## config.mk

```make
export PLATFORM = sky130hd
export DESIGN_NAME = unique_fifo_with_remove_and_find_core_flat
export DESIGN_NICKNAME = d
export VERILOG_FILES = /design/src/design/ufq_pkg.sv /design/src/design/ufq_if.sv /design/src/design/ufq_cell.sv /design/src/design/ufq_ctrl.sv /design/src/design/unique_fifo_with_remove_and_find_core.sv /design/src/flat_wrapper.sv
export SDC_FILE = /design/constraint.sdc
export NUM_CORES = 2
export LEC_CHECK = 0
export ABC_CLOCK_PERIOD_IN_PS = 6800
export BUFFER_PORTS_ARGS = -buffer_cell sky130_fd_sc_hd__buf_2
export CAP_MARGIN = 20
export CORE_MARGIN = 5
export CORE_UTILIZATION = 60
export CTS_CLUSTER_DIAMETER = 150
export DETAILED_ROUTE_END_ITERATION = 10
export PLACE_DENSITY = 0.78
export SETUP_SLACK_MARGIN = 0.3
export SYNTH_ARGS = -nofsm -noshare
export SYNTH_HDL_FRONTEND = slang
export SYNTH_SLANG_ARGS = --single-unit
```

## constraint.sdc

```tcl
create_clock -name clock -period 6.8 [get_ports clock]
set_input_delay 1.36 -clock clock [delete_from_list [all_inputs] [get_ports clock]]
set_output_delay 1.36 -clock clock [all_outputs]
set_load 0.01 [all_outputs]
```

## src/design/ufq_pkg.sv

```systemverilog
// Shared types and constants for the unique queue with remove and find.
`default_nettype none
package ufq_pkg;

   localparam int DEFAULT_DEPTH = 16;
   localparam int HANDLE_W      = 16;
   localparam int ID_W          = 16;
   localparam int COUNT_OUT_W   = 5;

   typedef enum logic [1:0] {
      CMD_PUT    = 2'd0,
      CMD_GET    = 2'd1,
      CMD_REMOVE = 2'd2,
      CMD_FIND   = 2'd3
   } cmd_type;

   typedef enum logic [1:0] {
      STAT_DONE = 2'd0,
      STAT_DUP  = 2'd1,
      STAT_MISS = 2'd2,
      STAT_FULL = 2'd3
   } status_type;

   // command held steady for the whole scan
   typedef struct packed {
      cmd_type             cmd;
      logic [HANDLE_W-1:0] handle;
      logic [ID_W-1:0]     key;
   } op_type;

   // token handed from cell to cell
   typedef struct packed {
      logic                active;
      logic                found;
      logic [HANDLE_W-1:0] handle;
   } pass_type;

   // state update issued at the end of a scan
   typedef struct packed {
      logic load;
      logic shift;
   } apply_type;

endpackage
`default_nettype wire

```

## src/design/ufq_if.sv

```systemverilog
// Valid/ready channel interfaces for command words and result words.
`default_nettype none
interface ufq_req_if;
   import ufq_pkg::*;
   logic                valid;
   logic                ready;
   cmd_type             cmd;
   logic [HANDLE_W-1:0] handle;
   logic [ID_W-1:0]     entry_id;

   modport source (output valid, output cmd, output handle, output entry_id, input ready);
   modport sink   (input valid, input cmd, input handle, input entry_id, output ready);
endinterface

interface ufq_rsp_if;
   import ufq_pkg::*;
   logic                   valid;
   logic                   ready;
   status_type             status;
   logic [HANDLE_W-1:0]    handle_out;
   logic [COUNT_OUT_W-1:0] entry_count;

   modport source (output valid, output status, output handle_out, output entry_count,
                   input ready);
   modport sink   (input valid, input status, input handle_out, input entry_count,
                   output ready);
endinterface
`default_nettype wire

```

## src/design/ufq_cell.sv

```systemverilog
// One queue slot: stores a handle and id, compares, and passes the scan token on.
`default_nettype none
module ufq_cell #(
   parameter int DEPTH = ufq_pkg::DEFAULT_DEPTH,
   parameter int INDEX = 0,
   localparam int CW   = $clog2(DEPTH + 1)
) (
   input  wire                          clock,
   input  wire                          reset,
   input  ufq_pkg::op_type              op,
   input  ufq_pkg::apply_type           apply,
   input  wire  [CW-1:0]                count,
   input  ufq_pkg::pass_type            pass_prev,
   output ufq_pkg::pass_type            pass_next,
   input  wire  [ufq_pkg::HANDLE_W-1:0] nb_handle,
   input  wire  [ufq_pkg::ID_W-1:0]     nb_id,
   output logic [ufq_pkg::HANDLE_W-1:0] slot_handle,
   output logic [ufq_pkg::ID_W-1:0]     slot_id
);
   import ufq_pkg::*;

   logic [HANDLE_W-1:0] handle_ff, handle_in;
   logic [ID_W-1:0]     id_ff, id_in;
   logic                after_ff, after_in;
   pass_type            pass_ff, pass_in;
   logic                occupied;
   logic                hit;

   assign occupied = CW'(INDEX) < count;

   // get hits every occupied slot; the token keeps the first hit, slot 0, the oldest
   always_comb begin
      case (op.cmd)
         CMD_GET:  hit = occupied;
         CMD_FIND: hit = occupied && (id_ff == op.key);
         default:  hit = occupied && (handle_ff == op.handle);
      endcase
   end

   always_comb begin
      pass_in  = '0;
      after_in = after_ff;
      if (pass_prev.active) begin
         pass_in.active = 1'b1;
         pass_in.found  = pass_prev.found | hit;
         pass_in.handle = pass_prev.found ? pass_prev.handle : handle_ff;
         // at or behind the first hit: this slot closes the gap on removal
         after_in       = pass_prev.found | hit;
      end
   end

   always_comb begin
      handle_in = handle_ff;
      id_in     = id_ff;
      if (apply.load && (CW'(INDEX) == count)) begin
         handle_in = op.handle;
         id_in     = op.key;
      end else if (apply.shift && after_ff) begin
         handle_in = nb_handle;
         id_in     = nb_id;
      end
   end

   always_ff @(posedge clock) begin
      if (reset) begin
         pass_ff <= '0;
      end else begin
         pass_ff <= pass_in;
      end
   end

   always_ff @(posedge clock) begin
      handle_ff <= handle_in;
      id_ff     <= id_in;
      after_ff  <= after_in;
   end

   assign pass_next   = pass_ff;
   assign slot_handle = handle_ff;
   assign slot_id     = id_ff;

endmodule
`default_nettype wire

```

## src/design/ufq_ctrl.sv

```systemverilog
// Command sequencer: takes a word, launches the scan, settles status and count.
`default_nettype none
module ufq_ctrl #(
   parameter int DEPTH = ufq_pkg::DEFAULT_DEPTH,
   localparam int CW   = $clog2(DEPTH + 1)
) (
   input  wire                clock,
   input  wire                reset,
   ufq_req_if.sink            req_bus,
   ufq_rsp_if.source          rsp_bus,
   output ufq_pkg::op_type    op,
   output ufq_pkg::pass_type  chain_start,
   input  ufq_pkg::pass_type  chain_end,
   output ufq_pkg::apply_type apply,
   output logic [CW-1:0]      count
);
   import ufq_pkg::*;

   typedef enum logic [2:0] {
      S_IDLE = 3'b001,
      S_SCAN = 3'b010,
      S_RESP = 3'b100
   } state_type;

   state_type           state_ff, state_in;
   op_type              op_ff, op_in;
   logic                start_ff, start_in;
   logic [CW-1:0]       count_ff, count_in;
   status_type          status_ff, status_in;
   logic [HANDLE_W-1:0] hout_ff, hout_in;
   logic                full;

   assign full = count_ff == CW'(DEPTH);

   always_comb begin
      state_in  = state_ff;
      op_in     = op_ff;
      start_in  = 1'b0;
      count_in  = count_ff;
      status_in = status_ff;
      hout_in   = hout_ff;
      apply     = '0;
      unique case (state_ff)
         S_IDLE: begin
            if (req_bus.valid) begin
               op_in.cmd    = req_bus.cmd;
               op_in.handle = req_bus.handle;
               op_in.key    = req_bus.entry_id;
               start_in     = 1'b1;
               state_in     = S_SCAN;
            end
         end
         S_SCAN: begin
            if (chain_end.active) begin
               state_in  = S_RESP;
               status_in = STAT_DONE;
               hout_in   = '0;
               case (op_ff.cmd)
                  CMD_PUT: begin
                     if (chain_end.found) begin
                        status_in = STAT_DUP;
                     end else if (full) begin
                        status_in = STAT_FULL;
                     end else begin
                        apply.load = 1'b1;
                        count_in   = count_ff + CW'(1);
                     end
                  end
                  CMD_FIND: begin
                     if (chain_end.found) begin
                        hout_in = chain_end.handle;
                     end else begin
                        status_in = STAT_MISS;
                     end
                  end
                  default: begin
                     // get and remove both pull the younger slots forward
                     if (chain_end.found) begin
                        apply.shift = 1'b1;
                        count_in    = count_ff - CW'(1);
                        if (op_ff.cmd == CMD_GET) begin
                           hout_in = chain_end.handle;
                        end
                     end else begin
                        status_in = STAT_MISS;
                     end
                  end
               endcase
            end
         end
         S_RESP: begin
            if (rsp_bus.ready) begin
               state_in = S_IDLE;
            end
         end
         default: begin
            state_in = S_IDLE;
         end
      endcase
   end

   always_ff @(posedge clock) begin
      if (reset) begin
         state_ff <= S_IDLE;
         start_ff <= 1'b0;
         count_ff <= '0;
      end else begin
         state_ff <= state_in;
         start_ff <= start_in;
         count_ff <= count_in;
      end
   end

   always_ff @(posedge clock) begin
      op_ff     <= op_in;
      status_ff <= status_in;
      hout_ff   <= hout_in;
   end

   assign req_bus.ready       = state_ff == S_IDLE;
   assign rsp_bus.valid       = state_ff == S_RESP;
   assign rsp_bus.status      = status_ff;
   assign rsp_bus.handle_out  = hout_ff;
   assign rsp_bus.entry_count = COUNT_OUT_W'(count_ff);

   assign op                 = op_ff;
   assign chain_start.active = start_ff;
   assign chain_start.found  = 1'b0;
   assign chain_start.handle = '0;
   assign count              = count_ff;

endmodule
`default_nettype wire

```

## src/design/unique_fifo_with_remove_and_find_core.sv

```systemverilog
// Top level of the ordered unique handle queue with remove and find.
//
// Ordered queue of task handles, each stored with a 16-bit task id, built as a
// row of DEPTH slot cells with slot 0 always the oldest. Every command word
// (put, get, remove, find) returns exactly one result word: status, the popped
// or found handle, and the entry count after the command (low five bits). Put
// drops a handle that is already queued (duplicate) before checking for full.
// Rate: one command at a time; the next command word is taken only once the
// result word of the last one has been accepted. The result word is offered
// once the scan token has left the last cell; the token walks the cell row one
// slot per cycle to find the oldest match. Slots past the count hold stale
// data and are never reported.
`default_nettype none
module unique_fifo_with_remove_and_find_core #(
   parameter int DEPTH = ufq_pkg::DEFAULT_DEPTH
) (
   input wire        clock,
   input wire        reset,
   ufq_req_if.sink   req_bus,
   ufq_rsp_if.source rsp_bus
);
   import ufq_pkg::*;

   localparam int CW = $clog2(DEPTH + 1);

   op_type              op;
   apply_type           apply;
   logic [CW-1:0]       count;
   // pass[i] feeds cell i; pass[DEPTH] comes out of the last cell
   pass_type            pass [DEPTH+1];
   logic [HANDLE_W-1:0] cell_handle [DEPTH];
   logic [ID_W-1:0]     cell_id [DEPTH];

   // sequencer: owns the handshakes, the count and the result registers
   ufq_ctrl #(
      .DEPTH (DEPTH)
   ) u_ctrl (
      .clock       (clock),
      .reset       (reset),
      .req_bus     (req_bus),
      .rsp_bus     (rsp_bus),
      .op          (op),
      .chain_start (pass[0]),
      .chain_end   (pass[DEPTH]),
      .apply       (apply),
      .count       (count)
   );

   // slot row; on removal each slot behind the hit copies its younger neighbor
   for (genvar i = 0; i < DEPTH; i++) begin : g_cell
      logic [HANDLE_W-1:0] nb_handle;
      logic [ID_W-1:0]     nb_id;

      if (i == DEPTH - 1) begin : g_tail
         // youngest slot has no neighbor; what it takes is past the count
         assign nb_handle = cell_handle[i];
         assign nb_id     = cell_id[i];
      end else begin : g_body
         assign nb_handle = cell_handle[i+1];
         assign nb_id     = cell_id[i+1];
      end

      ufq_cell #(
         .DEPTH (DEPTH),
         .INDEX (i)
      ) u_cell (
         .clock       (clock),
         .reset       (reset),
         .op          (op),
         .apply       (apply),
         .count       (count),
         .pass_prev   (pass[i]),
         .pass_next   (pass[i+1]),
         .nb_handle   (nb_handle),
         .nb_id       (nb_id),
         .slot_handle (cell_handle[i]),
         .slot_id     (cell_id[i])
      );
   end

endmodule
`default_nettype wire
```

## src/flat_wrapper.sv

```systemverilog
// flat-port wrapper written by rule: the top's interface ports become plain ports
module unique_fifo_with_remove_and_find_core_flat import ufq_pkg::*;
#(
   parameter int DEPTH = ufq_pkg::DEFAULT_DEPTH
)
  (clock, reset, req_bus_valid, req_bus_cmd, req_bus_handle, req_bus_entry_id, req_bus_ready, rsp_bus_valid, rsp_bus_status, rsp_bus_handle_out, rsp_bus_entry_count, rsp_bus_ready);
  ufq_req_if req_bus_i ();
  ufq_rsp_if rsp_bus_i ();
  input wire clock;
  input wire reset;
  input wire logic [$bits(req_bus_i.valid)-1:0] req_bus_valid;
  input wire logic [$bits(req_bus_i.cmd)-1:0] req_bus_cmd;
  input wire logic [$bits(req_bus_i.handle)-1:0] req_bus_handle;
  input wire logic [$bits(req_bus_i.entry_id)-1:0] req_bus_entry_id;
  output wire logic [$bits(req_bus_i.ready)-1:0] req_bus_ready;
  output wire logic [$bits(rsp_bus_i.valid)-1:0] rsp_bus_valid;
  output wire logic [$bits(rsp_bus_i.status)-1:0] rsp_bus_status;
  output wire logic [$bits(rsp_bus_i.handle_out)-1:0] rsp_bus_handle_out;
  output wire logic [$bits(rsp_bus_i.entry_count)-1:0] rsp_bus_entry_count;
  input wire logic [$bits(rsp_bus_i.ready)-1:0] rsp_bus_ready;
  assign req_bus_i.valid = req_bus_valid;
  assign req_bus_i.cmd = req_bus_cmd;
  assign req_bus_i.handle = req_bus_handle;
  assign req_bus_i.entry_id = req_bus_entry_id;
  assign req_bus_ready = req_bus_i.ready;
  assign rsp_bus_valid = rsp_bus_i.valid;
  assign rsp_bus_status = rsp_bus_i.status;
  assign rsp_bus_handle_out = rsp_bus_i.handle_out;
  assign rsp_bus_entry_count = rsp_bus_i.entry_count;
  assign rsp_bus_i.ready = rsp_bus_ready;
  unique_fifo_with_remove_and_find_core #(.DEPTH(DEPTH)) u_core (.clock(clock), .reset(reset), .req_bus(req_bus_i), .rsp_bus(rsp_bus_i));
endmodule
```

==> run metrics <==
Final HPWL DP roughly 66 mm; Final setup viols 0; routed vias between 20000 and 25000; GRT Total Usage 0.2739; CTS resizes 0; # IOs 63; placement row count 95; CTS tree yes; DRC errors left 0; ANT nets after route 0; Max IR drop VDD approximately 240 uV; Reg-to-Reg End u_core.g_cell[7].u_cell.slot_id[10]; Setup CP Type register to register; Placed Instances 3823; Reg2Reg Setup Slack between 3 and 4 ns; Mean Syn Cell Area ~13 um^2; nets ~3100; CORE AREA between 60000 and 70000 um^2; max-slew violation count 0; GRT overflow 0; Yosys cell types 49; critical path's most frequent cell nand2_1; Hold WC Path Type register to register; reg2reg path depth 5; largest net degree at the start of global routing 38; share of layout cells above drive strength 1 0.2437; clk buf depth 3; initial antenna violation count 2; vias in the first global route ~25000; most frequent cells in the layout 579 x edfxtp_1, 457 x xnor2_1, 417 x mux2_2; max cap viols 0; root buffer cell clkbuf_16; final-layout fill cell count around 4600; CTS Sinks 876; Chip Height 270.2 um; Setup crit end kind register; period utilization 0.5259; ys async rst share 0; RSZ-0062 raised after global routing false; final wirelength 102.3 mm; H-tree Lvls 3; crit-path leading delay family simple AND/OR/NAND/NOR gates; instance count on the critical path 5; First-pass DRT Iterations 5; starting density of the core 0.6051; first-pass GRT wire length ~160 mm; GP Congestion 0.8858; Port Buffers a little over 60; fmax roughly 280 MHz; YS warnings 0; dominant synthesized flop cell edfxtp_1; Period minus WS final about 3.6 ns; post-CTS setup buffers 0; TritonCTS Buffers ~90; Post-Synthesis Cells between 3000 and 4000; commonest non-fill, non-tap cell in the layout edfxtp_1; pwr dens 252.3 nW/um^2; vias per std cell 6.159; sequential element share of the synthesized area 0.5742; P&R area growth vs syn 9.684%; final hold violations 0; crit path launch u_core.u_ctrl.state_ff[1]; CP endpoint u_core.g_cell[7].u_cell.slot_id[10]; Worst EP required 7.11 ns; status completed; HP Start u_core.g_cell[13].u_cell.pass_next[5]; synthesized area between 40000 and 50000 um^2; #FFs+latches synth about 880; CTS Hold Bufs 0; setup total negative slack 0 ns; Die Span X 270.2 um; area of the die 73030 um^2; CP Launch Type register; critical path data arrival time 3.89 ns; Post-synth EDFFs a little under 600; Final Skew around 0.024 ns; Least-Margin Pin Slew 1.246 ns; Finished Layout Cells 3989; RR Startpoint u_core.u_ctrl.state_ff[1]; worst-path maximum fanout 20; initial drt markers 2768; crit path max-delay cell type and3_1; clk slew on worst S/H paths roughly 0.070 ns; latest clock arrival within the worst-skew pair approximately 0.64 ns; crit-path cells and4bb_2, and3_1, nand2_1, nand2_1, buf_4; Mapped Nets roughly 3100; WL per Instance roughly 26 um; worst rel slew slack 0.1691; CP peak stage delay ~1.1 ns; Lkg Pwr 14.94 nW; WP buf/inv 1
-- layer usage --
layer	wire [um]	GRT usage
met3	9397	0.05703
met4	2710	0.07696
met5	0	0
met2	43840	0.3967
met1	46320	0.4209
-- stage by stage --
stage | utilization | worst slack, ns | total power (W) | cell area [um^2] | hold WS [ns]
after CTS | 0.6633 | 3.149 | 0.01129 | 44550 | 0.4569
after detailed placement | 0.6172 | 3.181 | 0.006228 | 41450 | 0.4490
final | 0.6637 | 3.224 | 0.01125 | 44570 | 0.4617
after global placement | 0.6159 | 3.262 | 0.006216 | 41360 | 0.4447
after global routing | 0.6637 | 3.148 | 0.01155 | 44570 | 0.4808
after floorplan | - | 2.084 | 0.006082 | 40640 | 0.4244
-- state kept, by name (all words and copies together), names as in the netlist --
name                              flops
u_core.u_ctrl.rsp_bus.handle_out     16
u_core.g_cell.u_cell.slot_id        256
u_core.g_cell.u_cell.after_ff        15
u_core.g_cell.u_cell.pass_next      288
u_core.u_ctrl.count                   5
u_core.u_ctrl.start_ff                1
u_core.g_cell.u_cell.slot_handle    256
u_core.u_ctrl.state_ff                3
u_core.u_ctrl.op                     34
u_core.u_ctrl.rsp_bus.status          2
-- synthesized netlist by cell type, types with 55 or more instances --
master    count  area [um^2]
clkbuf_1    150        563.0
dfxtp_1     297         5946
edfxtp_1    579        17390
mux2_2      417         4696
mux2_4       62        930.9
mux2i_1     242         2422
nand2_1      63        236.5
nand4_1      94        588.1
nor2_1      260        975.9
nor3_1       55        275.3
xnor2_1     457         4003
xor2_1       60        525.5
-- cell type report --
type,count,area (um^2),share of cell area
Multi-Input combinational cell,1926,16120,0.3616
Inverter,26,97.59,0.002190
Clock buffer,128,2686,0.06027
Clock inverter,35,407.9,0.009152
Antenna cell,1,2.502,0.00005615
Sequential cell,876,23330,0.5235
Tap cell,873,1092,0.02451
Timing Repair Buffer,124,833.3,0.01870
-- tightest hold or removal path: cells and delay by family (launching register included) --
kind | cells | cell delay [ns]
flops | 1 | 0.31
mux | 1 | 0.06
simple gates | 1 | 0.08
-- kinds of logic (layout without fill, tap and decap cells) --
family,Yosys count,in the layout,share of synthesized area
muxes,722,722,0.1984
adders and majority gates,8,8,0.002463
buffers and inverters,279,313,0.02947
other,0,1,0
and+or+nand+nor,609,609,0.07273
xor gates and xnor gates,517,517,0.1114
DFF,876,876,0.5742
AOI/OAI and AO/OA,70,70,0.01136
-- where the power goes --
group / internal (W) / switching, W
clock network: 0.00306 / 0.00206
registers: 0.00564 / 0.00000796
logic: 0.000159 / 0.000319
total: 0.00886 / 0.00239
-- worst min path at each step --
stage	end	slack [ns]	cells past startpoint
detailed placement	u_core.g_cell[7].u_cell.after_ff	0.45	0
global route	u_core.g_cell[8].u_cell.after_ff	0.48	0
floorplan	u_core.g_cell[15].u_cell.slot_handle[0]	0.42	0
finish	u_core.g_cell[14].u_cell.pass_next[5]	0.46	2
global placement	u_core.g_cell[2].u_cell.after_ff	0.44	0
CTS	u_core.g_cell[14].u_cell.pass_next[5]	0.46	2
Note: power is estimated with default switching activity, not from simulation.
